===== src/rtl/srrw_pkg.sv =====
// Package for the selective-repeat receive window.
// Holds the sizes, widths and shared types; it depends on nothing else.
`default_nettype none
package srrw_pkg;
	localparam int WINDOW    = 8;
	localparam int SEQ_BITS  = 16;
	localparam int WL_BITS   = 4;
	localparam int DATA_BITS = 64;
	localparam int SLOT_BITS = (WINDOW > 1) ? $clog2(WINDOW) : 1;

	localparam logic [WL_BITS-1:0] WL_RESET = WL_BITS'(WINDOW);

	localparam logic KIND_ACK     = 1'b0;
	localparam logic KIND_DELIVER = 1'b1;

	typedef logic [SEQ_BITS-1:0]  seq_t;
	typedef logic [SLOT_BITS-1:0] slot_t;
	typedef logic [DATA_BITS-1:0] data_t;

	// Write request into the payload buffer.
	typedef struct packed {
		logic  en;
		slot_t addr;
		data_t data;
	} srrw_wr_t;
endpackage
`default_nettype wire


===== src/rtl/srrw_if.sv =====
// Valid/ready channel interfaces for packets in and results out.
// Depends on srrw_pkg for the field types.
`default_nettype none
interface srrw_pkt_if import srrw_pkg::*; ();
	logic  valid;
	logic  ready;
	seq_t  seq_number;
	logic  checksum_ok;
	data_t payload_word;

	modport source (output valid, seq_number, checksum_ok, payload_word, input ready);
	modport sink   (input valid, seq_number, checksum_ok, payload_word, output ready);
endinterface

interface srrw_res_if import srrw_pkg::*; ();
	logic  valid;
	logic  ready;
	logic  kind;
	seq_t  ack_number;
	data_t delivered_payload;
	logic  last;

	modport source (output valid, kind, ack_number, delivered_payload, last, input ready);
	modport sink   (input valid, kind, ack_number, delivered_payload, last, output ready);
endinterface
`default_nettype wire


===== src/rtl/srrw_slot_ram.sv =====
// Payload buffer of the receive window: one write port, one registered read port.
// Depends on srrw_pkg.
`default_nettype none
module srrw_slot_ram import srrw_pkg::*; (
	input  wire logic     clk,
	input  wire srrw_wr_t wr,
	input  wire slot_t    rd_addr,
	output data_t         rd_data
);
	data_t mem [WINDOW];

	always_ff @(posedge clk) begin
		if (wr.en) begin
			mem[wr.addr] <= wr.data;
		end
		rd_data <= mem[rd_addr];
	end
endmodule
`default_nettype wire


===== src/rtl/selective_repeat_receive_window_top.sv =====
// Top level of the selective-repeat receive window: sequencer, window state,
// output register. Depends on srrw_pkg, srrw_if and srrw_slot_ram.
//
//  channel | direction | payload                                          | handshake
//  pkt     | in        | seq_number, checksum_ok, payload_word            | valid/ready
//  res     | out       | kind, ack_number, delivered_payload, last        | valid/ready
//  cfg     | in        | cfg_wr_data (window_length)                      | cfg_wr_en
//
// A request is classified in steps (accept, forward distance, backward
// distance, decision), then each payload the walk releases passes a read and
// an emit state, as the buffer read is registered and one subtractor serves
// all distance and base arithmetic. pkt.ready is high only while the sequencer
// is idle. A stalled result register holds the sequencer in place; nothing is lost.
// Reset clears the window base, head slot, valid bits and sets window_length to 8.
`default_nettype none
module selective_repeat_receive_window_top import srrw_pkg::*; (
	input  wire logic               clk,
	input  wire logic               arst_n,
	srrw_pkt_if.sink                pkt,
	srrw_res_if.source              res,
	input  wire logic               cfg_wr_en,
	input  wire logic [WL_BITS-1:0] cfg_wr_data
);
	// Sequencer states.
	localparam logic [2:0] ST_IDLE   = 3'd0;
	localparam logic [2:0] ST_AHEAD  = 3'd1;
	localparam logic [2:0] ST_BEHIND = 3'd2;
	localparam logic [2:0] ST_DECIDE = 3'd3;
	localparam logic [2:0] ST_READ   = 3'd4;
	localparam logic [2:0] ST_EMIT   = 3'd5;

	logic [2:0]         state_q;
	logic [WL_BITS-1:0] wl_q;
	seq_t               base_q;
	slot_t              head_q;
	logic [WINDOW-1:0]  valid_q;
	slot_t              walked_q;

	// Captured request.
	seq_t  seq_q;
	logic  good_q;
	data_t word_q;
	seq_t  ahead_q;
	seq_t  behind_q;

	// Result register.
	logic  out_valid_q;
	logic  kind_q;
	seq_t  ack_q;
	data_t payload_q;
	logic  last_q;

	// The one shared subtractor: forward distance, backward distance, and the
	// base increment (subtracting all ones adds one modulo the sequence space).
	seq_t sub_a;
	seq_t sub_b;
	seq_t sub_y;

	always_comb begin
		case (state_q)
			ST_BEHIND: begin
				sub_a = base_q;
				sub_b = seq_q;
			end
			ST_EMIT: begin
				sub_a = base_q;
				sub_b = '1;
			end
			default: begin
				sub_a = seq_q;
				sub_b = base_q;
			end
		endcase
	end

	assign sub_y = sub_a - sub_b;

	// Effective window span: zero counts as one, oversize is clipped.
	seq_t span;
	always_comb begin
		if (wl_q == '0) begin
			span = SEQ_BITS'(1);
		end else if (32'(wl_q) > WINDOW) begin
			span = SEQ_BITS'(WINDOW);
		end else begin
			span = SEQ_BITS'(wl_q);
		end
	end

	logic in_win;
	logic is_dup;
	assign in_win = good_q && (ahead_q < span);
	assign is_dup = good_q && (behind_q != '0) && (behind_q <= span);

	// Buffer slot of the request: head plus forward distance, wrapped.
	logic [SLOT_BITS:0] slot_sum;
	slot_t              slot_w;
	assign slot_sum = {1'b0, head_q} + {1'b0, ahead_q[SLOT_BITS-1:0]};
	assign slot_w   = (32'(slot_sum) >= WINDOW) ? SLOT_BITS'(32'(slot_sum) - WINDOW)
	                                            : slot_sum[SLOT_BITS-1:0];

	// Next head after a release, wrapped.
	logic [SLOT_BITS:0] head_inc;
	slot_t              head_nx;
	assign head_inc = {1'b0, head_q} + 1'b1;
	assign head_nx  = (32'(head_inc) >= WINDOW) ? '0 : head_inc[SLOT_BITS-1:0];

	logic  out_free;
	assign out_free = !out_valid_q || res.ready;

	// A release ends the walk when the walk has covered the whole buffer or
	// the following slot is empty.
	logic walk_end;
	assign walk_end = (32'(walked_q) == WINDOW - 1) || !valid_q[head_nx];

	srrw_wr_t ram_wr;
	data_t    ram_rd;

	assign ram_wr.en   = (state_q == ST_DECIDE) && in_win && out_free;
	assign ram_wr.addr = slot_w;
	assign ram_wr.data = word_q;

	srrw_slot_ram u_ram (
		.clk     (clk),
		.wr      (ram_wr),
		.rd_addr (head_q),
		.rd_data (ram_rd)
	);

	assign pkt.ready = (state_q == ST_IDLE);

	// Sequencer and window state.
	always_ff @(posedge clk or negedge arst_n) begin
		if (!arst_n) begin
			state_q  <= ST_IDLE;
			wl_q     <= WL_RESET;
			base_q   <= '0;
			head_q   <= '0;
			valid_q  <= '0;
			walked_q <= '0;
		end else begin
			if (cfg_wr_en) begin
				wl_q <= cfg_wr_data;
			end
			case (state_q)
				ST_IDLE: begin
					if (pkt.valid) begin
						state_q <= ST_AHEAD;
					end
				end
				ST_AHEAD: begin
					state_q <= ST_BEHIND;
				end
				ST_BEHIND: begin
					state_q <= ST_DECIDE;
				end
				ST_DECIDE: begin
					if (!(in_win || is_dup)) begin
						state_q <= ST_IDLE;
					end else if (out_free) begin
						if (in_win) begin
							valid_q[slot_w] <= 1'b1;
						end
						walked_q <= '0;
						state_q  <= (in_win && ahead_q == '0) ? ST_READ : ST_IDLE;
					end
				end
				ST_READ: begin
					state_q <= ST_EMIT;
				end
				ST_EMIT: begin
					if (out_free) begin
						valid_q[head_q] <= 1'b0;
						head_q          <= head_nx;
						base_q          <= sub_y;
						walked_q        <= walked_q + 1'b1;
						state_q         <= walk_end ? ST_IDLE : ST_READ;
					end
				end
				default: begin
					state_q <= ST_IDLE;
				end
			endcase
		end
	end

	// Request capture and distances; no reset needed.
	always_ff @(posedge clk) begin
		if (pkt.valid && pkt.ready) begin
			seq_q  <= pkt.seq_number;
			good_q <= pkt.checksum_ok;
			word_q <= pkt.payload_word;
		end
		if (state_q == ST_AHEAD) begin
			ahead_q <= sub_y;
		end
		if (state_q == ST_BEHIND) begin
			behind_q <= sub_y;
		end
	end

	// Result register: an acknowledgement from the decision, a payload per walk step.
	always_ff @(posedge clk or negedge arst_n) begin
		if (!arst_n) begin
			out_valid_q <= 1'b0;
		end else if (out_free) begin
			out_valid_q <= ((state_q == ST_DECIDE) && (in_win || is_dup))
			            || (state_q == ST_EMIT);
		end
	end

	always_ff @(posedge clk) begin
		if (out_free) begin
			if (state_q == ST_EMIT) begin
				kind_q    <= KIND_DELIVER;
				ack_q     <= '0;
				payload_q <= ram_rd;
				last_q    <= walk_end;
			end else begin
				kind_q    <= KIND_ACK;
				ack_q     <= seq_q;
				payload_q <= '0;
				last_q    <= !(in_win && ahead_q == '0);
			end
		end
	end

	assign res.valid             = out_valid_q;
	assign res.kind              = kind_q;
	assign res.ack_number        = ack_q;
	assign res.delivered_payload = payload_q;
	assign res.last              = last_q;

	// A release always finds its head slot filled.
	assert property (@(posedge clk) disable iff (!arst_n)
		state_q == ST_EMIT |-> valid_q[head_q])
		else $error("release walk reached an empty head slot");

	// Between requests the head slot is never left filled.
	assert property (@(posedge clk) disable iff (!arst_n)
		state_q == ST_IDLE |-> !valid_q[head_q])
		else $error("head slot filled while idle");

	// Every released payload moves the base forward by exactly one.
	assert property (@(posedge clk) disable iff (!arst_n)
		(state_q == ST_EMIT && out_free) |=> base_q == $past(base_q) + 1'b1)
		else $error("window base did not advance by one on release");

	// The base moves only during the release walk.
	assert property (@(posedge clk) disable iff (!arst_n)
		state_q != ST_EMIT |=> $stable(base_q))
		else $error("window base changed outside the release walk");
endmodule
`default_nettype wire


===== src/flat_wrapper.sv =====
// flat-port wrapper written by rule: the top's interface ports become plain ports
module selective_repeat_receive_window_top_flat import srrw_pkg::*;
  (clk, arst_n, cfg_wr_en, cfg_wr_data, pkt_valid, pkt_seq_number, pkt_checksum_ok, pkt_payload_word, pkt_ready, res_valid, res_kind, res_ack_number, res_delivered_payload, res_last, res_ready);
  srrw_pkt_if pkt_i ();
  srrw_res_if res_i ();
  input  wire logic clk;
  input  wire logic arst_n;
  input  wire logic cfg_wr_en;
  input  wire logic [WL_BITS-1:0] cfg_wr_data;
  input wire logic [$bits(pkt_i.valid)-1:0] pkt_valid;
  input wire logic [$bits(pkt_i.seq_number)-1:0] pkt_seq_number;
  input wire logic [$bits(pkt_i.checksum_ok)-1:0] pkt_checksum_ok;
  input wire logic [$bits(pkt_i.payload_word)-1:0] pkt_payload_word;
  output wire logic [$bits(pkt_i.ready)-1:0] pkt_ready;
  output wire logic [$bits(res_i.valid)-1:0] res_valid;
  output wire logic [$bits(res_i.kind)-1:0] res_kind;
  output wire logic [$bits(res_i.ack_number)-1:0] res_ack_number;
  output wire logic [$bits(res_i.delivered_payload)-1:0] res_delivered_payload;
  output wire logic [$bits(res_i.last)-1:0] res_last;
  input wire logic [$bits(res_i.ready)-1:0] res_ready;
  assign pkt_i.valid = pkt_valid;
  assign pkt_i.seq_number = pkt_seq_number;
  assign pkt_i.checksum_ok = pkt_checksum_ok;
  assign pkt_i.payload_word = pkt_payload_word;
  assign pkt_ready = pkt_i.ready;
  assign res_valid = res_i.valid;
  assign res_kind = res_i.kind;
  assign res_ack_number = res_i.ack_number;
  assign res_delivered_payload = res_i.delivered_payload;
  assign res_last = res_i.last;
  assign res_i.ready = res_ready;
  selective_repeat_receive_window_top u_core (.clk(clk), .arst_n(arst_n), .pkt(pkt_i), .res(res_i), .cfg_wr_en(cfg_wr_en), .cfg_wr_data(cfg_wr_data));
endmodule

===== config.mk =====
export PLATFORM = sky130hd
export DESIGN_NAME = selective_repeat_receive_window_top_flat
export DESIGN_NICKNAME = d
export VERILOG_FILES = /design/src/rtl/srrw_pkg.sv /design/src/rtl/srrw_if.sv /design/src/rtl/srrw_slot_ram.sv /design/src/rtl/selective_repeat_receive_window_top.sv /design/src/flat_wrapper.sv
export SDC_FILE = /design/constraint.sdc
export NUM_CORES = 1
export LEC_CHECK = 0
export ABC_CLOCK_PERIOD_IN_PS = 7150
export BUFFER_PORTS_ARGS = -buffer_cell sky130_fd_sc_hd__buf_2
export CAP_MARGIN = 40
export CORE_MARGIN = 2
export CORE_UTILIZATION = 34
export CTS_BUF_LIST = sky130_fd_sc_hd__clkbuf_4 sky130_fd_sc_hd__clkbuf_8
export CTS_CLUSTER_DIAMETER = 50
export DETAILED_ROUTE_END_ITERATION = 10
export PLACE_DENSITY = 0.58
export SETUP_SLACK_MARGIN = 0.05
export SYNTH_ARGS = -nofsm -noshare
export SYNTH_HDL_FRONTEND = slang
export SYNTH_SLANG_ARGS = --single-unit

===== constraint.sdc =====
create_clock -name clk -period 7.15 [get_ports clk]
set_clock_uncertainty 0.2 [all_clocks]
set_input_delay 0.3575 -clock clk [delete_from_list [all_inputs] [get_ports clk]]
set_output_delay 0.3575 -clock clk [all_outputs]
set_load 0.05 [all_outputs]

==> results.py <==
metrics = {
    "outcome": {
        "status": "finished clean",
    },
    "grt": {
        "grt_use_total": 0.158,
        "grt_max_degree": 70,
        "grt_overflow": 0,
        "grt_pass1_wl_mm": 103,
        "grt_antenna_before_repair": 5,
        "grt_pass1_vias": 16632,
    },
    "die": {
        "core_sq_um": 84700,
        "start_util": 0.342,
        "die_x_um": 296,
        "design.die.area_sq_um": 87500,
        "die_y_um": 296,
        "row_count": 107,
        "pin_count": 174,
    },
    "synth": {
        "synth_edf_count": 707,
        "syn_inst": 1616,
        "async_flop_share": 0.0470,
        "ys_seq_elements": 809,
        "yosys.area.top_type_share": 0.733,
        "ys.flop_type": "edfxtp_1",
        "synth_warnings": 0,
        "synth_fp_nets": 1734,
        "synth_common_cells": "edfxtp_1 (707), a22oi_1 (258), and2_1 (72)",
        "syn-cell-area_sq_um": 29000,
        "synth_area_leader_cell": "edfxtp_1",
        "avgSynthCellArea_sq_um": 17.9,
        "synth_area_leaders": "edfxtp_1 (73%), a22oi_1 (6.7%), dfxtp_1 (4.4%)",
        "yosysUniqueCellTypes": 72,
        "synthMostInstantiatedCell": "edfxtp_1",
        "seq_area_frac_synth": 0.810,
    },
    "critical_path": {
        "worstPathRequired_ps": 7460,
        "max_stage_delay_ps": 520,
        "criticalPathCategory": "reg2reg",
        "critPathMaxFanout": 30,
        "cp_cell_sequence": "nor2b_1, nand2b_1, nand2_1, buf_4, mux2_2, ha_1, a21oi_2, and2_4, and4_4, nor4_4, or2_1, a311oi_1",
        "r2r_slack_ps": 2640,
        "start_kind": "register",
        "cp_slowest_cell": "dfrtp_1",
        "cp-end-kind": "register",
        "worst_ep_arrival_time_ps": 4820,
    },
    "drt": {
        "drt_iter0_drc": 1279,
        "antenna_left": 0,
        "viasPerCell": 4.97,
        "drt_pass1_iterations": 7,
        "avgRoutedWirePerCell_um": 21.4,
        "drt_wl_total_mm": 69.2,
        "route.detailed.drc": 0,
        "num_vias": 16096,
    },
    "place": {
        "place_area_sq_um": 31600,
        "port_buffers": 173,
        "place_congestion": 0.801,
        "place_hpwl_mm": 39.1,
    },
    "timing": {
        "min_period_over_period": 0.630,
        "final.setup.tns_ps": 0,
        "maxSlewHeadroom": 0.436,
        "maxSlewViolCount": 0,
        "setup-violations-final": 0,
        "tightest_slew_ps": 844,
        "rsz0062_at_grt": "false",
        "finalCriticalPeriod_ps": 4510,
        "hold_viol_final": 0,
        "fmax_mhz": 222,
    },
    "clocking": {
        "h-tree-depth": 4,
        "cts_tree": "done",
        "clockRootBuffer": "clkbuf_8",
        "cts_resized": 0,
        "ctsLongestPathBuffers": 3,
        "numCtsBuffers": 135,
        "clkLatencyLatePin_ps": 790,
        "clkSlewWorstSetupHoldPaths_ps": 50,
        "cts_sinks": 809,
    },
    "cells_and_area": {
        "final_cell_area_sq_um": 35500,
        "drive_above_1_share": 0.241,
        "syn_to_final_growth_pct": 22.5,
        "nets": 2100,
    },
    "power_and_ir_drop": {
        "p_leak_nw": 12.4,
        "irDropWorstVdd_mv": 0.170,
        "power_density_nw_per_um2": 324,
    },
    "worst_hold_path": {
        "hold_class": "in2reg",
    },
    "run": {
        "max-cap-violations": 0,
    },
}
metrics by stage:
| stage | power, mW | utilization | std cells | worst slack, ps | hold WS, ps |
|---|---|---|---|---|---|
| after floorplan | 6.86 | - | 1616 | 1460 | -138 |
| after global placement | 7.29 | 0.368 | 2872 | 2820 | 253 |
| after detailed placement | 7.34 | 0.373 | 2889 | 2670 | 156 |
| after CTS | 11.6 | 0.419 | 3239 | 2650 | 0.516 |
| after global routing | 12.0 | 0.419 | 3240 | 2470 | 34.2 |
| final | 11.5 | 0.419 | 3241 | 2640 | 79.4 |
cell families after synthesis:
kind of cell / count (synthesis) / share of synthesized area
xor+xnor: 15 / 0.00454
buf+inv: 96 / 0.0139
fa+ha+maj: 28 / 0.0126
simple gates: 292 / 0.0593
flops: 809 / 0.810
mux: 23 / 0.00924
compound gates: 353 / 0.0904
power breakdown:
part | internal [mW] | switching, mW | leakage [nW]
clock network | 2.34 | 1.87 | 1.49
logic | 0.565 | 0.952 | 3.25
registers | 5.58 | 0.195 | 7.66
total | 8.49 | 3.02 | 12.4
critical path, delay by kind of cell (launching register included):
family,cells,cell delay (ps)
buffers and inverters,1,350
AO/OA/AOI/OAI,2,660
flip-flops,1,520
adder cells (fa/ha/maj),1,390
AND/OR/NAND/NOR,7,1730
multiplexers,1,380
placed cells by master, fill, tap and decap left out, types with 6 or more instances in the layout:
cell             n
inv_1           10
o22ai_1         14
buf_16          10
a22oi_1        258
buf_4           24
ha_1            26
buf_12           6
clkbuf_8       151
clkbuf_4        50
a2bb2oi_1        8
xnor2_1         10
dlygate4sd3_1  100
clkinvlp_4       7
nand2_1         41
nand4_1         67
edfxtp_1       707
dfxtp_1         64
clkinv_2         8
o211ai_1         7
nand3_1          6
a21oi_1         15
nor2_4           7
nor2_1          20
and2_1          71
nor2b_1         27
dfrtp_1         37
buf_2          173
o21ai_0         14
clkinv_1        20
mux2_2          20
state kept, by name, summed over array words and instances (netlist names), 16 cells and up:
register / cells
u_core.ahead_q: 16
u_core.base_q: 16
u_core.behind_q: 16
u_core.res.ack_number: 16
u_core.res.delivered_payload: 64
u_core.seq_q: 16
u_core.u_ram.mem: 512
u_core.u_ram.rd_data: 64
u_core.word_q: 64
final timing paths:
path                                                    from                          endpoint  cells past startpoint
setup / recovery               u_core.state_q[1]$_DFFE_PN0P_     u_core.behind_q[15]$_DFFE_PP_                     12
hold / removal                          pkt_payload_word[38]       u_core.word_q[38]$_DFFE_PP_                      2
setup reg to reg               u_core.state_q[1]$_DFFE_PN0P_     u_core.behind_q[15]$_DFFE_PP_                     12
hold reg to reg            u_core.u_ram.mem[2][50]$_DFFE_PP_  u_core.u_ram.rd_data[50]$_DFF_P_                      2
max in group asynchronous                             arst_n      u_core.base_q[4]$_DFFE_PN0P_                      4
min in group asynchronous                             arst_n     u_core.valid_q[0]$_DFFE_PN0P_                      4
what timing repair did:
action / in CTS / in global routing
hold endpoints to repair: 156 / 0
hold buffers: 100 / 0
setup buffers: 0 / 0
area by class of cell:
cell class | count | area (sq um)
tap | 1144 | 1430
clock inverter | 49 | 415
inverter | 11 | 42.5
clock buffer | 201 | 2450
fill | 7539 | 49300
timing repair buffer | 314 | 2460
multi-input combinational | 711 | 5220
sequential | 809 | 23500
antenna | 2 | 5.00
layer usage:
layer | vias up | global-route usage | wire, um
met5 | - | 0 | 13
met4 | 2 | 0.0577 | 1440
met3 | 101 | 0.0348 | 4260
met2 | 549 | 0.256 | 33200
met1 | 8171 | 0.209 | 30300
li1 | 7273 | - | -
No activity file was read; power rests on OpenSTA's default activity.
